### src/hw/rtl/ppmfd_pkg.sv
package ppmfd_pkg;

  typedef enum logic [1:0] {
    EvGoodSync = 2'd0,
    EvBadSync  = 2'd1,
    EvPulse    = 2'd2,
    EvSyncLost = 2'd3
  } event_kind_e;

  typedef enum logic [2:0] {
    CfgSyncMin    = 3'd0,
    CfgSyncMax    = 3'd1,
    CfgPulseMin   = 3'd2,
    CfgPulseMax   = 3'd3,
    CfgFrameMin   = 3'd4,
    CfgFrameMax   = 3'd5,
    CfgGoodNeeded = 3'd6,
    CfgBadNeeded  = 3'd7
  } cfg_idx_e;

  localparam int unsigned TimeW  = 16;
  localparam int unsigned RunW   = 4;
  localparam int unsigned ChanW  = 3;
  localparam int unsigned LevelW = 5;
  localparam int unsigned CfgW   = 16;

  localparam logic [TimeW-1:0] SyncMinRst  = 16'd4000;
  localparam logic [TimeW-1:0] SyncMaxRst  = 16'd22500;
  localparam logic [TimeW-1:0] PulseMinRst = 16'd800;
  localparam logic [TimeW-1:0] PulseMaxRst = 16'd2200;
  localparam logic [TimeW-1:0] FrameMinRst = 16'd18000;
  localparam logic [TimeW-1:0] FrameMaxRst = 16'd27000;
  localparam logic [RunW-1:0]  GoodNeedRst = 4'd2;
  localparam logic [RunW-1:0]  BadNeedRst  = 4'd4;

  // level = min(d / 44, 31); d / 44 = (d >> 2) / 11, and /11 via * 745 >> 13
  localparam int unsigned LevelStep  = 44;
  localparam int unsigned LevelMax   = 31;
  localparam logic [TimeW-1:0] LevelCap = 16'((LevelMax + 1) * LevelStep);
  localparam int unsigned QuotW      = 9;
  localparam int unsigned ProdW      = 19;
  localparam logic [ProdW-1:0] LevelMul = 19'd745;
  localparam int unsigned LevelShift = 13;

  typedef struct packed {
    logic [TimeW-1:0] sync_min;
    logic [TimeW-1:0] sync_max;
    logic [TimeW-1:0] pulse_min;
    logic [TimeW-1:0] pulse_max;
    logic [TimeW-1:0] frame_min;
    logic [TimeW-1:0] frame_max;
    logic [RunW-1:0]  good_needed;
    logic [RunW-1:0]  bad_needed;
  } cfg_t;

  typedef struct packed {
    logic [TimeW-1:0] last_edge;
    logic [TimeW-1:0] last_sync;
    logic             sync_held;
    logic [ChanW-1:0] pulses;
    logic [RunW-1:0]  good_run;
    logic [RunW-1:0]  bad_run;
    logic             manual;
  } state_t;

  typedef struct packed {
    event_kind_e       event_kind;
    logic [ChanW-1:0]  channel_index;
    logic [TimeW-1:0]  gap_ticks;
    logic [LevelW-1:0] channel_level;
    logic              link_manual;
    logic [RunW-1:0]   good_count;
    logic [RunW-1:0]   bad_count;
  } result_t;

endpackage

### src/hw/rtl/ppmfd_if.sv
interface ppmfd_in_if;
  logic        valid;
  logic        ready;
  logic [15:0] capture_time;

  modport source (output valid, output capture_time, input ready);
  modport sink   (input valid, input capture_time, output ready);
endinterface

interface ppmfd_out_if;
  logic        valid;
  logic        ready;
  logic [1:0]  event_kind;
  logic [2:0]  channel_index;
  logic [15:0] gap_ticks;
  logic [4:0]  channel_level;
  logic        link_manual;
  logic [3:0]  good_count;
  logic [3:0]  bad_count;

  modport source (output valid, output event_kind, output channel_index, output gap_ticks,
                  output channel_level, output link_manual, output good_count,
                  output bad_count, input ready);
  modport sink   (input valid, input event_kind, input channel_index, input gap_ticks,
                  input channel_level, input link_manual, input good_count,
                  input bad_count, output ready);
endinterface

### src/hw/rtl/ppmfd_classify.sv
module ppmfd_classify #(
  parameter int unsigned CHANNELS = 5
) (
  input  logic [ppmfd_pkg::TimeW-1:0] capture_time_i,
  input  ppmfd_pkg::cfg_t             cfg_i,
  input  ppmfd_pkg::state_t           state_i,
  output ppmfd_pkg::state_t           state_o,
  output ppmfd_pkg::result_t          result_o
);

  localparam logic [ppmfd_pkg::ChanW-1:0] ChanCnt = ppmfd_pkg::ChanW'(CHANNELS);

  logic [ppmfd_pkg::TimeW-1:0]  gap;
  logic [ppmfd_pkg::TimeW-1:0]  flen;
  logic [ppmfd_pkg::TimeW-1:0]  excess;
  logic [ppmfd_pkg::QuotW-1:0]  quarter;
  logic [ppmfd_pkg::ProdW-1:0]  prod;
  logic [ppmfd_pkg::LevelW-1:0] level;
  logic                         is_sync;
  logic                         is_pulse;
  logic                         frame_ok;
  logic [ppmfd_pkg::RunW-1:0]   good_inc;
  logic [ppmfd_pkg::RunW-1:0]   bad_inc;

  assign gap  = capture_time_i - state_i.last_edge;
  assign flen = capture_time_i - state_i.last_sync;

  assign is_sync  = (gap > cfg_i.sync_min) && (gap < cfg_i.sync_max);
  assign is_pulse = state_i.sync_held && (gap > cfg_i.pulse_min) &&
                    (gap < cfg_i.pulse_max) && (state_i.pulses < ChanCnt);
  assign frame_ok = state_i.sync_held && (flen > cfg_i.frame_min) &&
                    (flen < cfg_i.frame_max) && (state_i.pulses == ChanCnt);

  // quantiser
  assign excess  = gap - cfg_i.pulse_min - ppmfd_pkg::TimeW'(1);
  assign quarter = ppmfd_pkg::QuotW'(excess >> 2);
  assign prod    = ppmfd_pkg::ProdW'(quarter) * ppmfd_pkg::LevelMul;
  assign level   = (excess >= ppmfd_pkg::LevelCap) ? ppmfd_pkg::LevelW'(ppmfd_pkg::LevelMax)
                                                   : ppmfd_pkg::LevelW'(prod >> ppmfd_pkg::LevelShift);

  assign good_inc = (state_i.good_run < cfg_i.good_needed) ? state_i.good_run + 4'd1
                                                           : state_i.good_run;
  assign bad_inc  = (state_i.bad_run < cfg_i.bad_needed) ? state_i.bad_run + 4'd1
                                                         : state_i.bad_run;

  always_comb begin
    state_o                = state_i;
    state_o.last_edge      = capture_time_i;
    result_o.event_kind    = ppmfd_pkg::EvSyncLost;
    result_o.channel_index = '0;
    result_o.channel_level = '0;
    if (is_sync) begin
      state_o.last_sync = capture_time_i;
      state_o.sync_held = 1'b1;
      state_o.pulses    = '0;
      if (frame_ok) begin
        result_o.event_kind = ppmfd_pkg::EvGoodSync;
        state_o.bad_run     = '0;
        state_o.good_run    = good_inc;
        if (good_inc >= cfg_i.good_needed) begin
          state_o.manual = 1'b1;
        end
      end else begin
        result_o.event_kind = ppmfd_pkg::EvBadSync;
        state_o.good_run    = '0;
        state_o.bad_run     = bad_inc;
        if (bad_inc >= cfg_i.bad_needed) begin
          state_o.manual = 1'b0;
        end
      end
    end else if (is_pulse) begin
      result_o.event_kind    = ppmfd_pkg::EvPulse;
      result_o.channel_index = state_i.pulses;
      result_o.channel_level = level;
      state_o.pulses         = state_i.pulses + 3'd1;
    end else begin
      state_o.sync_held = 1'b0;
    end
    result_o.gap_ticks   = gap;
    result_o.link_manual = state_o.manual;
    result_o.good_count  = state_o.good_run;
    result_o.bad_count   = state_o.bad_run;
  end

endmodule

### src/hw/rtl/ppm_frame_decoder_top.sv
// ppm frame decoder
// cap_i carries one 16-bit timer capture per falling edge of the ppm signal;
// evt_o returns exactly one event per capture, in order: good or bad frame
// sync, channel pulse with index and 5-bit level, or sync lost, plus the gap,
// the link state and both frame run counts after that edge.
// a capture is taken into an input register, classified against the edge
// state and written to the result register; throughput is one capture per
// cycle while evt_o is not stalled.
// the edge state register is updated in the same cycle that the result
// register is loaded, so back-to-back captures see each other's effect.
// the thresholds are written through cfg_we_i / cfg_idx_i / cfg_data_i; the
// user must do so only while no capture is in flight (not enforced here).
// reset restores the default thresholds, clears the edge state and puts the
// link in the no-signal state; the first gap is measured from time zero.
// when evt_o is stalled the result register holds, the input register fills
// and cap_i.ready drops until the receiver takes the waiting result.
module ppm_frame_decoder_top #(
  parameter int unsigned CHANNELS = 5
) (
  input  logic        clk_i,
  input  logic        rst_ni,
  input  logic        cfg_we_i,
  input  logic [2:0]  cfg_idx_i,
  input  logic [15:0] cfg_data_i,
  ppmfd_in_if.sink    cap_i,
  ppmfd_out_if.source evt_o
);

  ppmfd_pkg::cfg_t                  cfg_q;
  ppmfd_pkg::state_t                state_q;
  ppmfd_pkg::state_t                state_d;
  ppmfd_pkg::result_t               res_d;
  ppmfd_pkg::result_t               out_q;
  logic                             out_valid_q;
  logic                             s1_valid_q;
  logic [ppmfd_pkg::TimeW-1:0]      s1_time_q;
  logic                             out_ready;
  logic                             s1_go;

  assign out_ready   = !out_valid_q || evt_o.ready;
  assign s1_go       = s1_valid_q && out_ready;
  assign cap_i.ready = !s1_valid_q || out_ready;

  always_ff @(posedge clk_i or negedge rst_ni) begin
    if (!rst_ni) begin
      cfg_q.sync_min    <= ppmfd_pkg::SyncMinRst;
      cfg_q.sync_max    <= ppmfd_pkg::SyncMaxRst;
      cfg_q.pulse_min   <= ppmfd_pkg::PulseMinRst;
      cfg_q.pulse_max   <= ppmfd_pkg::PulseMaxRst;
      cfg_q.frame_min   <= ppmfd_pkg::FrameMinRst;
      cfg_q.frame_max   <= ppmfd_pkg::FrameMaxRst;
      cfg_q.good_needed <= ppmfd_pkg::GoodNeedRst;
      cfg_q.bad_needed  <= ppmfd_pkg::BadNeedRst;
    end else if (cfg_we_i) begin
      case (ppmfd_pkg::cfg_idx_e'(cfg_idx_i))
        ppmfd_pkg::CfgSyncMin:    cfg_q.sync_min    <= cfg_data_i;
        ppmfd_pkg::CfgSyncMax:    cfg_q.sync_max    <= cfg_data_i;
        ppmfd_pkg::CfgPulseMin:   cfg_q.pulse_min   <= cfg_data_i;
        ppmfd_pkg::CfgPulseMax:   cfg_q.pulse_max   <= cfg_data_i;
        ppmfd_pkg::CfgFrameMin:   cfg_q.frame_min   <= cfg_data_i;
        ppmfd_pkg::CfgFrameMax:   cfg_q.frame_max   <= cfg_data_i;
        ppmfd_pkg::CfgGoodNeeded: cfg_q.good_needed <= cfg_data_i[3:0];
        ppmfd_pkg::CfgBadNeeded:  cfg_q.bad_needed  <= cfg_data_i[3:0];
        default: ;
      endcase
    end
  end

  // input register
  always_ff @(posedge clk_i or negedge rst_ni) begin
    if (!rst_ni) begin
      s1_valid_q <= 1'b0;
    end else if (cap_i.ready) begin
      s1_valid_q <= cap_i.valid;
    end
  end

  always_ff @(posedge clk_i) begin
    if (cap_i.valid && cap_i.ready) begin
      s1_time_q <= cap_i.capture_time;
    end
  end

  ppmfd_classify #(
    .CHANNELS (CHANNELS)
  ) u_classify (
    .capture_time_i (s1_time_q),
    .cfg_i          (cfg_q),
    .state_i        (state_q),
    .state_o        (state_d),
    .result_o       (res_d)
  );

  always_ff @(posedge clk_i or negedge rst_ni) begin
    if (!rst_ni) begin
      state_q <= '0;
    end else if (s1_go) begin
      state_q <= state_d;
    end
  end

  // result register
  always_ff @(posedge clk_i or negedge rst_ni) begin
    if (!rst_ni) begin
      out_valid_q <= 1'b0;
    end else if (out_ready) begin
      out_valid_q <= s1_valid_q;
    end
  end

  always_ff @(posedge clk_i) begin
    if (s1_go) begin
      out_q <= res_d;
    end
  end

  assign evt_o.valid         = out_valid_q;
  assign evt_o.event_kind    = out_q.event_kind;
  assign evt_o.channel_index = out_q.channel_index;
  assign evt_o.gap_ticks     = out_q.gap_ticks;
  assign evt_o.channel_level = out_q.channel_level;
  assign evt_o.link_manual   = out_q.link_manual;
  assign evt_o.good_count    = out_q.good_count;
  assign evt_o.bad_count     = out_q.bad_count;

`ifndef SYNTH
  a_pulses_bound: assert property (@(posedge clk_i) disable iff (!rst_ni)
    state_q.pulses <= 3'(CHANNELS))
    else $error("pulse count beyond channel count");

  a_runs_exclusive: assert property (@(posedge clk_i) disable iff (!rst_ni)
    !(state_q.good_run != '0 && state_q.bad_run != '0))
    else $error("good and bad runs both non-zero");

  a_lost_clears_sync: assert property (@(posedge clk_i) disable iff (!rst_ni)
    s1_go && res_d.event_kind == ppmfd_pkg::EvSyncLost |=> !state_q.sync_held)
    else $error("sync still held after sync lost");

  a_non_pulse_zero: assert property (@(posedge clk_i) disable iff (!rst_ni)
    out_valid_q && out_q.event_kind != ppmfd_pkg::EvPulse |->
      out_q.channel_index == '0 && out_q.channel_level == '0)
    else $error("channel fields set on a non-pulse event");
`endif

endmodule
### src/flat_wrapper.sv
// flat-port wrapper written by rule: the top's interface ports become plain ports
module ppm_frame_decoder_top_flat 
#(
  parameter int unsigned CHANNELS = 5
)
  (clk_i, rst_ni, cfg_we_i, cfg_idx_i, cfg_data_i, cap_i_valid, cap_i_capture_time, cap_i_ready, evt_o_valid, evt_o_event_kind, evt_o_channel_index, evt_o_gap_ticks, evt_o_channel_level, evt_o_link_manual, evt_o_good_count, evt_o_bad_count, evt_o_ready);
  ppmfd_in_if cap_i_i ();
  ppmfd_out_if evt_o_i ();
  input  logic clk_i;
  input  logic rst_ni;
  input  logic cfg_we_i;
  input  logic [2:0] cfg_idx_i;
  input  logic [15:0] cfg_data_i;
  input wire logic [$bits(cap_i_i.valid)-1:0] cap_i_valid;
  input wire logic [$bits(cap_i_i.capture_time)-1:0] cap_i_capture_time;
  output wire logic [$bits(cap_i_i.ready)-1:0] cap_i_ready;
  output wire logic [$bits(evt_o_i.valid)-1:0] evt_o_valid;
  output wire logic [$bits(evt_o_i.event_kind)-1:0] evt_o_event_kind;
  output wire logic [$bits(evt_o_i.channel_index)-1:0] evt_o_channel_index;
  output wire logic [$bits(evt_o_i.gap_ticks)-1:0] evt_o_gap_ticks;
  output wire logic [$bits(evt_o_i.channel_level)-1:0] evt_o_channel_level;
  output wire logic [$bits(evt_o_i.link_manual)-1:0] evt_o_link_manual;
  output wire logic [$bits(evt_o_i.good_count)-1:0] evt_o_good_count;
  output wire logic [$bits(evt_o_i.bad_count)-1:0] evt_o_bad_count;
  input wire logic [$bits(evt_o_i.ready)-1:0] evt_o_ready;
  assign cap_i_i.valid = cap_i_valid;
  assign cap_i_i.capture_time = cap_i_capture_time;
  assign cap_i_ready = cap_i_i.ready;
  assign evt_o_valid = evt_o_i.valid;
  assign evt_o_event_kind = evt_o_i.event_kind;
  assign evt_o_channel_index = evt_o_i.channel_index;
  assign evt_o_gap_ticks = evt_o_i.gap_ticks;
  assign evt_o_channel_level = evt_o_i.channel_level;
  assign evt_o_link_manual = evt_o_i.link_manual;
  assign evt_o_good_count = evt_o_i.good_count;
  assign evt_o_bad_count = evt_o_i.bad_count;
  assign evt_o_i.ready = evt_o_ready;
  ppm_frame_decoder_top #(.CHANNELS(CHANNELS)) u_core (.clk_i(clk_i), .rst_ni(rst_ni), .cfg_we_i(cfg_we_i), .cfg_idx_i(cfg_idx_i), .cfg_data_i(cfg_data_i), .cap_i(cap_i_i), .evt_o(evt_o_i));
endmodule
### config.mk
export PLATFORM = sky130hd
export DESIGN_NAME = ppm_frame_decoder_top_flat
export DESIGN_NICKNAME = d
export VERILOG_FILES = /design/src/hw/rtl/ppmfd_pkg.sv /design/src/hw/rtl/ppmfd_if.sv /design/src/hw/rtl/ppmfd_classify.sv /design/src/hw/rtl/ppm_frame_decoder_top.sv /design/src/flat_wrapper.sv
export SDC_FILE = /design/constraint.sdc
export NUM_CORES = 1
export LEC_CHECK = 0
export BUFFER_PORTS_ARGS = -buffer_cell sky130_fd_sc_hd__clkbuf_2
export CAP_MARGIN = 10
export CORE_ASPECT_RATIO = 0.9
export CORE_MARGIN = 1.5
export CORE_UTILIZATION = 56
export CTS_CLUSTER_SIZE = 10
export DETAILED_ROUTE_END_ITERATION = 10
export PLACE_DENSITY = 0.77
export SLEW_MARGIN = 25
export SYNTH_ARGS = -nofsm -noshare
export SYNTH_HDL_FRONTEND = slang
export SYNTH_SLANG_ARGS = --single-unit
### constraint.sdc
create_clock -name clk_i -period 7.36 [get_ports clk_i]
set_input_delay 0.736 -clock clk_i [delete_from_list [all_inputs] [get_ports clk_i]]
set_output_delay 0.736 -clock clk_i [all_outputs]
set_load 0.01 [all_outputs]
# Word level (Yosys, flattened, before mapping)
# Cells that the tools add are included.
# totals
regBits	202
in_bits	40
output_inout_bits	37
word_cells	95
# op_classes
n_addsub	7
n_mul	1
magnitude_cmp	12
eq_ne	9
mux	13
bitwise	1
n_reduce_logical	27
# ops
operator	n
$gt 16x16->1	3
$lt 16x16->1	3
$sub 16x16->16	3
$reduce_and 2->1	11
$mul 9x10->18 const B	1
$mux 9	2
$ge 16x11->1 const B	1
$mux 4	4
$sub 16x1->16 const B	1
$eq 3x3->1 const B	5
$logic_and 1x1->1	9
$add 4x1->4 const B	2
$ge 4x4->1	2
$lt 4x4->1	2
$eq 3x2->1 const B	2
$mux 5	1
$mux 1	4
$add 3x1->3 const B	1
$eq 3x1->1 const B	1
$logic_not 3->1	1
$lt 3x3->1 const B	1
$mux 3	1
$logic_not 1->1	2
$logic_or 1x1->1	2
other kinds (5)	5

# Longest topological paths before layout
# Gate-level depths: netlist of the first run.
# depth
depth_word	7
depth_mapped	34
depth_no_buf	34

# Hierarchy
# From an unflattened synthesis of the first run, not the netlist that was laid out.
# hier_totals
hier_cells	1278
hier_area_um2	14086.0
# modules_own_cells
mod	instances	cells_per_inst	area_each_um2	seq_area_each_um2
ppm_frame_decoder_top	1	380	7292.0	5356.4
ppmfd_classify	1	898	6794.0	0.0

# Worst setup path after synthesis of the first run
# Ideal clock, no wire load.
# synth_timing
path_kind	reg2reg
from	register u_core.s1_time_q[0] in the netlist's numbering
to	register u_core.out_q (netlist bit u_core.evt_o.channel_level[4]) (data pin)
setup_time_ps	255
arrival_ps	6710
required_time_ps	7105
setup_slack_ps	395
path_stages_with_launch	35
n_path_buf	0
synth_period_minus_slack_ps	6965
cell_sequence	edfxtp_1 -> inv_1 -> ha_1 -> inv_1 -> fa_1 -> a21o_1 -> a21oi_1 -> o21bai_1 -> a21oi_1 -> xnor2_1 -> ha_1 -> o21ai_1 -> nor2_1 -> or2_1 -> a31o_1 -> a21oi_4 -> xor2_4 -> inv_1 -> ha_1 -> xnor2_1 -> ha_1 -> inv_1 -> fa_1 -> inv_1 -> fa_1 -> ha_1 -> a21oi_1 -> o21ai_0 -> a22oi_1 -> o211ai_2 -> a21o_1 -> a21oi_1 -> o21bai_1 -> xnor2_1 -> o21a_1
# synth_rtl
item	line	text
start: declaration	ppm_frame_decoder_top.sv:36	logic [ppmfd_pkg::TimeW-1:0] s1_time_q;
start signal: assignment	ppm_frame_decoder_top.sv:80	s1_time_q <= cap_i.capture_time;
end signal: assignment	ppm_frame_decoder_top.sv:113	out_q <= res_d;
end: declaration	ppm_frame_decoder_top.sv:33	ppmfd_pkg::result_t out_q;

==> out/results.txt, run 1 <==
GPL Wtd Cong - 0.890
Seq cells post-synth - 202
Final nets - 1,672
Worst Path Required - 7620 ps
fin cells - 1,738
async set-reset flop share out of synthesis - 74.8%
most frequent cell after synthesis - ha_1
initial antenna violation count - 0
Final min period - 7010 ps
Avg Cell Area, Syn - 10.2 um2
skew final - 14.9 ps
final-report setup violation count - 0
clock-pin slew on the worst setup and hold paths - 60 ps
cts bufs inserted - 24
Post-synth top cells - ha_1, inv_1, nand2_1
Die ar. - 0.0248 mm2
CTS Buffer Depth - 3
via/cell ratio - 5.66
DR DRC count - 0
GR Overflow Total - 0
clk sinks - 202
total track usage - 25.6%
top post-synthesis cells by area - dfrtp_1, ha_1, edfxtp_1
CP max stage cell - fa_1
Area Growth Syn to Fin - 12.2%
HP Class - in -> async
startpoint types - flip-flop
Post-Syn Nets - 1,568
largest net degree at the start of global routing - 85
TritonCTS clock tree - done
Synthesis Warnings - 0
ANT cells - 0
Die Height - 150 um
number of global-route vias before repair - 9,739
Distinct cells, synth - 66
crit end category - flip-flop
Synth top area share - 21.3%
worst path arrival time - 7260 ps
maximum fanout along the worst path - 4
antenna viol nets, final - 0
Crit Path Category - reg -> reg
Critical Path Max Stage Delay - 510 ps
mapped cell area - 0.0134 mm2
max cap viols - 0
Yosys top cell by area - dfrtp_1
port bufs - 76
fmax - 0.143 GHz
Setup TNS - 0 ps
synthesized instance count - 1,314
initial core utilization - 57.1%
worst slack, placed - 25.3 ps
DR vias - 9,844
Avg WL per Cell - 18.0 um
Final HPWL DP - 23,300 um
ys flop type - dfrtp_1
Slew Limit Fails - 0
Final Hold Viols - 0
# placed instances - 1,689
worst setup margin - 355 ps
first-pass GRT wire length - 50,500 um
# H-tree levels - 1
status - completed
Worst-Skew Late Latency - 520 ps
drt first pass iters - 5
Worst-Margin Slew - 905 ps
Post-synth EDFFs - 51
CORE AREA - 0.0234 mm2
Slew Limit Headroom - 39.7%
Root Buffer - clkbuf_16
violation count after the first detailed-route iteration - 674
final wirelength - 31,200 um
# IOs - 77
fin crit share - 95.2%
flop-to-flop setup slack - 350 ps
layout cells sized above 1 - 18.0%
sequential-to-total area share from yosys stat - 40.1%
chip width - 166 um
Site Rows - 53
## layout make-up
cell class	instances	area, um2
Fill cell	1914	8420
Clock buffer	44	707
Tap cell	302	378
Inverter	190	713
Multi-Input combinational cell	896	7230
Timing Repair Buffer	104	604
Sequential cell	202	5360
## flip-flops by register name, indices dropped and copies added, names as in the netlist, 2 cells and up
register	count
u_core.cfg_q	104
u_core.state_q	45
u_core.evt_o.gap_ticks	16
u_core.s1_time_q	16
u_core.evt_o.channel_level	5
u_core.evt_o.bad_count	4
u_core.evt_o.good_count	4
u_core.evt_o.channel_index	3
u_core.evt_o.event_kind	2
## worst paths after layout
check | cells after the start | end | startpoint
max | 32 | u_core.evt_o.channel_level[4] | u_core.s1_time_q[0]
min | 1 | u_core.cfg_q[72] | rst_ni
max reg2reg | 32 | u_core.evt_o.channel_level[4] | u_core.s1_time_q[0]
min reg2reg | 1 | u_core.evt_o.valid | u_core.s1_valid_q
max in group asynchronous | 2 | u_core.state_q[40] | rst_ni
min in group clk_i | 1 | u_core.s1_time_q[9] | cap_i_capture_time[9]
## per-stage QoR
step,cell area [um2],hold WS [ps],util [%]
6_report,15000,274,64.0
3_3_place_gp,14200,463,60.7
5_1_grt,15000,346,64.0
4_1_cts,14900,308,63.7
2_1_floorplan,13400,440,-
3_5_place_dp,14200,485,60.7
## logic make-up after synthesis
family / share of synthesized area, %
AO/OA/AOI/OAI: 13.5
AND/OR/NAND/NOR: 9.74
buffers and inverters: 6.22
adder cells (fa/ha/maj): 21.4
flip-flops: 40.1
multiplexers: 5.45
XOR/XNOR: 3.68
## routing by layer
| layer | share of wire [%] | GRT usage, % | vias to the layer above |
|---|---|---|---|
| met2 | 45 | 41.9 | 278 |
| li1 | - | - | 4748 |
| met5 | 0 | 0 | - |
| met1 | 47 | 35.8 | 4768 |
| met3 | 5.8 | 3.86 | 50 |
| met4 | 2.3 | 6.40 | 0 |
## worst max-delay path, delay by kind of cell, from the launching register on
family,cells,cell delay (ps)
AO/OA/AOI/OAI,13,2140
adder cells (fa/ha/maj),8,2930
AND/OR/NAND/NOR,3,360
buffers and inverters,5,430
flip-flops,1,400
XOR/XNOR,3,490
## placed cells by master (no fill, tap or decap), drive strengths merged, types with 4 or more instances in the layout
master  synthesis  final
or2             5      5
edfxtp         51     51
fa             24     24
o211ai          8      8
nor2           28     28
mux2           60     60
xor2           14     14
nand4          21     21
nand4b          6      6
xnor2          40     40
clkbuf         19    119
o21bai         11     11
inv           190    190
a21o           40     40
nand2         132    132
and3            4      4
a21oi          62     62
o21a           11     11
nand3          18     18
nand2b         13     13
nor3           14     14
buf             7     29
o21ai         125    125
or3             4      4
nor2b          10     10
dfrtp         114    114
a31oi           6      6
ha            190    190
and2            8      8
dfstp          37     37
a211o           4      4
## what timing repair did
item	in CTS	in global routing
hold buffers	0	0
endpoints found under the setup margin	1	4
setup buffers	0	3
gates resized for setup	1	9
pin swaps	0	10
Power of run 1 is left out: the tool's default activity adds up to more than one toggle a clock period on the data nets, which glitch-free logic cannot reach.
==> run 2: changes to the inputs <==
- CELL_PAD_IN_SITES_DETAIL_PLACEMENT: default -> 1
- CELL_PAD_IN_SITES_GLOBAL_PLACEMENT: default -> 1
- CORE_UTILIZATION: 56 -> 45
- PLACE_DENSITY: 0.77 -> default
- PLACE_DENSITY_LB_ADDON: default -> 0.1
==> out/results.txt, run 2 (synthesis gave the netlist of run 1 again) <==
Site Rows - 59 (+11%)
Max Used Layer - met4
Crit Path Category - reg -> reg
worst path arrival time - 7280 ps (+20 ps)
metal1 wirelength - 17,100 um (+18%)
Top reg by flops - u_core.cfg_q
Reg-to-Reg Start - u_core.s1_time_q[0]
Worst R2R End - u_core.evt_o.channel_level[4]
final wirelength - 35,400 um (+13%)
reg2reg path depth - 31 (-3.1%)
CP max stage cell - fa_1
number of global-route vias before repair - 10,300 (+6.1%)
# H-tree levels - 1 (unchanged)
max cap viols - 0 (unchanged)
Die Height - 166 um (+11%)
Final min period - 7010 ps (+0.907 ps)
TritonCTS clock tree - done
Final HPWL DP - 27,000 um (+16%)
CTS Buffer Depth - 3 (unchanged)
Area after DPL - 0.0144 mm2 (+1.2%)
Root Buffer - clkbuf_16
flop-to-flop setup slack - 350 ps (about the same)
chip width - 185 um (+11%)
GR Overflow Total - 0 (unchanged)
maximum fanout along the worst path - 4 (unchanged)
WL met2 - 16,800 um (+18%)
port bufs - 76 (unchanged)
# placed instances - 1,789 (+5.9%)
initial antenna violation count - 1 (+1)
ANT cells - 0 (unchanged)
crit end category - flip-flop
layout cells sized above 1 - 19.3% (+1.3 points)
Area Growth Syn to Fin - 14.1%
via/cell ratio - 5.30 (-6.5%)
drt first pass iters - 4 (-1)
startpoint types - flip-flop
Setup TNS - 0 ps (unchanged)
clk sinks - 202 (unchanged)
Final Hold Viols - 0 (unchanged)
Worst Path Required - 7630 ps (about the same)
Critical Path End - u_core.evt_o.channel_level[4]
total track usage - 23.8% (-1.8 points)
fin area - 0.0153 mm2 (+1.8%)
antenna viol nets, final - 0 (unchanged)
first-pass GRT wire length - 56,900 um (+12%)
fin cells - 1,841 (+5.9%)
fmax - 0.143 GHz (about the same)
fin crit share - 95.2% (about the same)
Largest register FFs - 104 (unchanged)
# IOs - 77 (unchanged)
status - completed
Critical Path Start - u_core.s1_time_q[0]
initial core utilization - 46.0% (-11 points)
skew final - 10.6 ps (-4.30 ps)
GPL Wtd Cong - 0.838 (-5.8%)
violation count after the first detailed-route iteration - 452 (-33%)
Die ar. - 0.0307 mm2 (+24%)
met3 wire length - 964 um (-47%)
Worst-Margin Slew - 1030 ps (+122 ps)
final-report setup violation count - 0 (unchanged)
layout filler cell count - 3,312 (+73%)
clock-pin slew on the worst setup and hold paths - 60 ps (about the same)
DR DRC count - 0 (unchanged)
cts bufs inserted - 25 (+4.2%)
Worst-Skew Late Latency - 520 ps (about the same)
Top cell by count, worst path - inv_1
Slew Limit Headroom - 29.8% (-9.9 points)
Critical Path Max Stage Delay - 550 ps (+40 ps)
Final nets - 1,682 (+0.60%)
CORE AREA - 0.0291 mm2 (+24%)
Regs by FF count - u_core.cfg_q (104), u_core.state_q (45)
commonest non-fill, non-tap cells in the layout - inv_1, ha_1, nand2_1
largest net degree at the start of global routing - 82 (-3.5%)
HP Class - in -> async
Slew Limit Fails - 0 (unchanged)
DR vias - 9,749 (-0.97%)
Avg WL per Cell - 19.3 um (+7.1%)
==> run 2: cell type report <==
cell class	count	area (um2)	area share (%)
Sequential cell	202	5360	35.1
Clock buffer	42	729	4.78
Timing Repair Buffer	113	692	4.54
Inverter	190	713	4.68
Tap cell	396	495	3.25
Multi-Input combinational cell	896	7250	47.6
Clock inverter	2	11.3	0.0738
==> run 2: critical path: cells and delay by family (launching register included) <==
kind                       cells  cell delay, ps
adders and majority gates      8            3000
AOI/OAI and AO/OA             13            2240
xor gates and xnor gates       3             530
DFF                            1             400
buffers and inverters          5             350
and+or+nand+nor                2             210
==> run 2: worst min-delay path by stage <==
stage	startpoint	end	slack [ps]	cells after the start
5_1_grt	rst_ni	u_core.cfg_q[41]	320	1
6_report	rst_ni	u_core.cfg_q[40]	270	1
2_1_floorplan	rst_ni	u_core.cfg_q[0]	440	0
4_1_cts	rst_ni	u_core.cfg_q[56]	300	1
3_3_place_gp	u_core.s1_valid_q	u_core.evt_o.valid	460	1
3_5_place_dp	u_core.state_q[29]	u_core.state_q[29]	490	2
==> run 2: timing repair <==
item | 4_1_cts | 5_1_grt
hold endpoints to repair | 0 | 0
pin swaps | 0 | 11
hold buffers | 0 | 0
gates resized for setup | 1 | 15
endpoints found under the setup margin | 1 | 3
buffers inserted | 0 | 6
==> run 2: routing by layer <==
metal | GRT usage [%] | vias to the layer above
met1 | 33.6 | 4844
met3 | 2.43 | 38
met4 | 4.42 | 0
met5 | 0 | -
li1 | - | 4756
met2 | 39.8 | 111
==> run 2: stage by stage <==
stage	setup WS [ps]	hold slack [ps]	utilization [%]
floorplan	395	440	-
global placement	172	465	49.4
detailed placement	4.63	493	49.4
CTS	37.1	297	52.0
global route	-6.36	320	52.4
finish	354	266	52.4
Power of run 2 is left out for the same reason.
==> run 3: changes to the inputs <==
- CORE_UTILIZATION: 45 -> 40
==> out/results.txt, run 3 (synthesis gave the netlist of run 1 again) <==
HP Class - in -> async
CTS Hold Bufs - 0 (unchanged)
Crit Path Category - reg -> reg
chip width - 196 um (+6.0%)
cts bufs inserted - 25 (unchanged)
CP max stage cell - fa_1
layout cells sized above 1 - 19.5% (+0.17 points)
status - completed
Max Used Layer - met4
Critical Path Max Stage Delay - 510 ps (-40 ps)
skew final - 9.11 ps (-1.52 ps)
fin cells - 1,865 (+1.3%)
CORE AREA - 0.0329 mm2 (+13%)
GR Overflow Total - 0 (unchanged)
clock-pin slew on the worst setup and hold paths - 60 ps (about the same)
Area Growth Syn to Fin - 14.5%
largest net degree at the start of global routing - 89 (+8.5%)
startpoint types - flip-flop
commonest non-fill, non-tap cells in the layout - inv_1, ha_1, nand2_1
Largest register FFs - 104 (unchanged)
port bufs - 76 (unchanged)
Root Buffer - clkbuf_16
initial antenna violation count - 0 (-1)
total track usage - 21.4% (-2.4 points)
Worst-Margin Slew - 896 ps (-130 ps)
first-pass GRT wire length - 57,200 um (+0.51%)
Die Height - 176 um (+6.0%)
# placed instances - 1,819 (+1.7%)
met3 wire length - 1080 um (+12%)
Worst Path Required - 7640 ps (about the same)
clk sinks - 202 (unchanged)
Site Rows - 63 (+6.8%)
fin crit share - 94.6% (-0.56 points)
number of global-route vias before repair - 10,000 (-3.1%)
Final nets - 1,679 (-0.18%)
layout filler cell count - 3,696 (+12%)
max cap viols - 0 (unchanged)
fmax - 0.144 GHz (+0.59%)
TritonCTS clock tree - done
Final Hold Viols - 0 (unchanged)
Avg WL per Cell - 19.2 um (about the same)
Final min period - 6960 ps (-41.3 ps)
Slew Limit Fails - 0 (unchanged)
# IOs - 77 (unchanged)
violation count after the first detailed-route iteration - 346 (-23%)
CTS Buffer Depth - 3 (unchanged)
Regs by FF count - u_core.cfg_q (104), u_core.state_q (45)
Die ar. - 0.0345 mm2 (+12%)
Final HPWL DP - 27,300 um (+1.3%)
drt first pass iters - 4 (unchanged)
commonest non-fill, non-tap cell in the layout - inv_1
Top reg by flops - u_core.cfg_q
final-report setup violation count - 0 (unchanged)
worst path arrival time - 7240 ps (-40 ps)
Worst-Skew Late Latency - 530 ps (about the same)
final wirelength - 35,900 um (+1.3%)
# H-tree levels - 1 (unchanged)
GPL Wtd Cong - 0.851 (+1.5%)
crit end category - flip-flop
metal1 wirelength - 18,200 um (+6.4%)
DR vias - 9,664 (-0.87%)
antenna viol nets, final - 0 (unchanged)
via/cell ratio - 5.18 (-2.1%)
WL met2 - 16,200 um (-3.8%)
DR DRC count - 0 (unchanged)
maximum fanout along the worst path - 4 (unchanged)
ANT cells - 0 (unchanged)
Slew Limit Headroom - 40.2% (+10 points)
initial core utilization - 40.6% (-5.4 points)
[run 3: changes by cell type in the layout (fill, tap and decap cells not counted), moves of 2 or more]
cell      change
ha_4          +2
clkbuf_8      -2
xnor2_2       +2
ha_1          -2
clkbuf_1      +3
xnor2_1       -2
[run 3: layout make-up]
class	instances	area [um2]	share of cell area, %
Clock buffer	44	738	4.83
Timing Repair Buffer	110	646	4.22
Clock inverter	1	5.00	0.0327
Sequential cell	202	5360	35.0
Multi-Input combinational cell	896	7310	47.8
Inverter	190	713	4.66
Tap cell	422	528	3.45
[run 3: critical path: cells and delay by family, from the launching register on]
| family | cells | cell delay, ps |
|---|---|---|
| xor+xnor | 3 | 440 |
| simple gates | 4 | 590 |
| fa+ha+maj | 8 | 2920 |
| compound gates | 11 | 1800 |
| flops | 1 | 400 |
| buf+inv | 6 | 560 |
[run 3: path summary, 6_finish.rpt]
check | start | end | slack [ps] | depth (start not counted)
max | u_core.s1_time_q[0] | u_core.evt_o.channel_level[3] | 400 | 32
min | rst_ni | u_core.cfg_q[73] | 280 | 1
max reg2reg | u_core.s1_time_q[0] | u_core.evt_o.channel_level[3] | 400 | 32
min reg2reg | u_core.state_q[29] | u_core.state_q[29] | 500 | 2
max in group asynchronous | rst_ni | u_core.cfg_q[83] | 5610 | 2
min in group clk_i | cap_i_capture_time[7] | u_core.s1_time_q[7] | 380 | 1
[run 3: stage by stage]
step	hold slack, ps	instance area (um2)	worst slack, ps	TNS [ps]	utilization [%]
CTS	335	15200	7.82	0	46.1
finish	277	15300	395	0	46.4
global placement	465	14400	92.6	0	43.8
global route	334	15300	-5.32	-5.32	46.4
floorplan	440	13400	395	0	-
detailed placement	482	14400	-83.8	-130	43.8
[run 3: metal layers]
| metal | vias up | track usage [%] |
|---|---|---|
| li1 | 4760 | - |
| met1 | 4753 | 30.8 |
| met2 | 124 | 34.8 |
| met3 | 27 | 3.02 |
| met4 | 0 | 3.27 |
| met5 | - | 0 |
[run 3: timing repair]
item,CTS,global route
endpoints found under the setup margin,2,4
pin swaps,0,10
resized for setup,3,21
setup buffers,0,1
Power of run 3 is left out for the same reason.
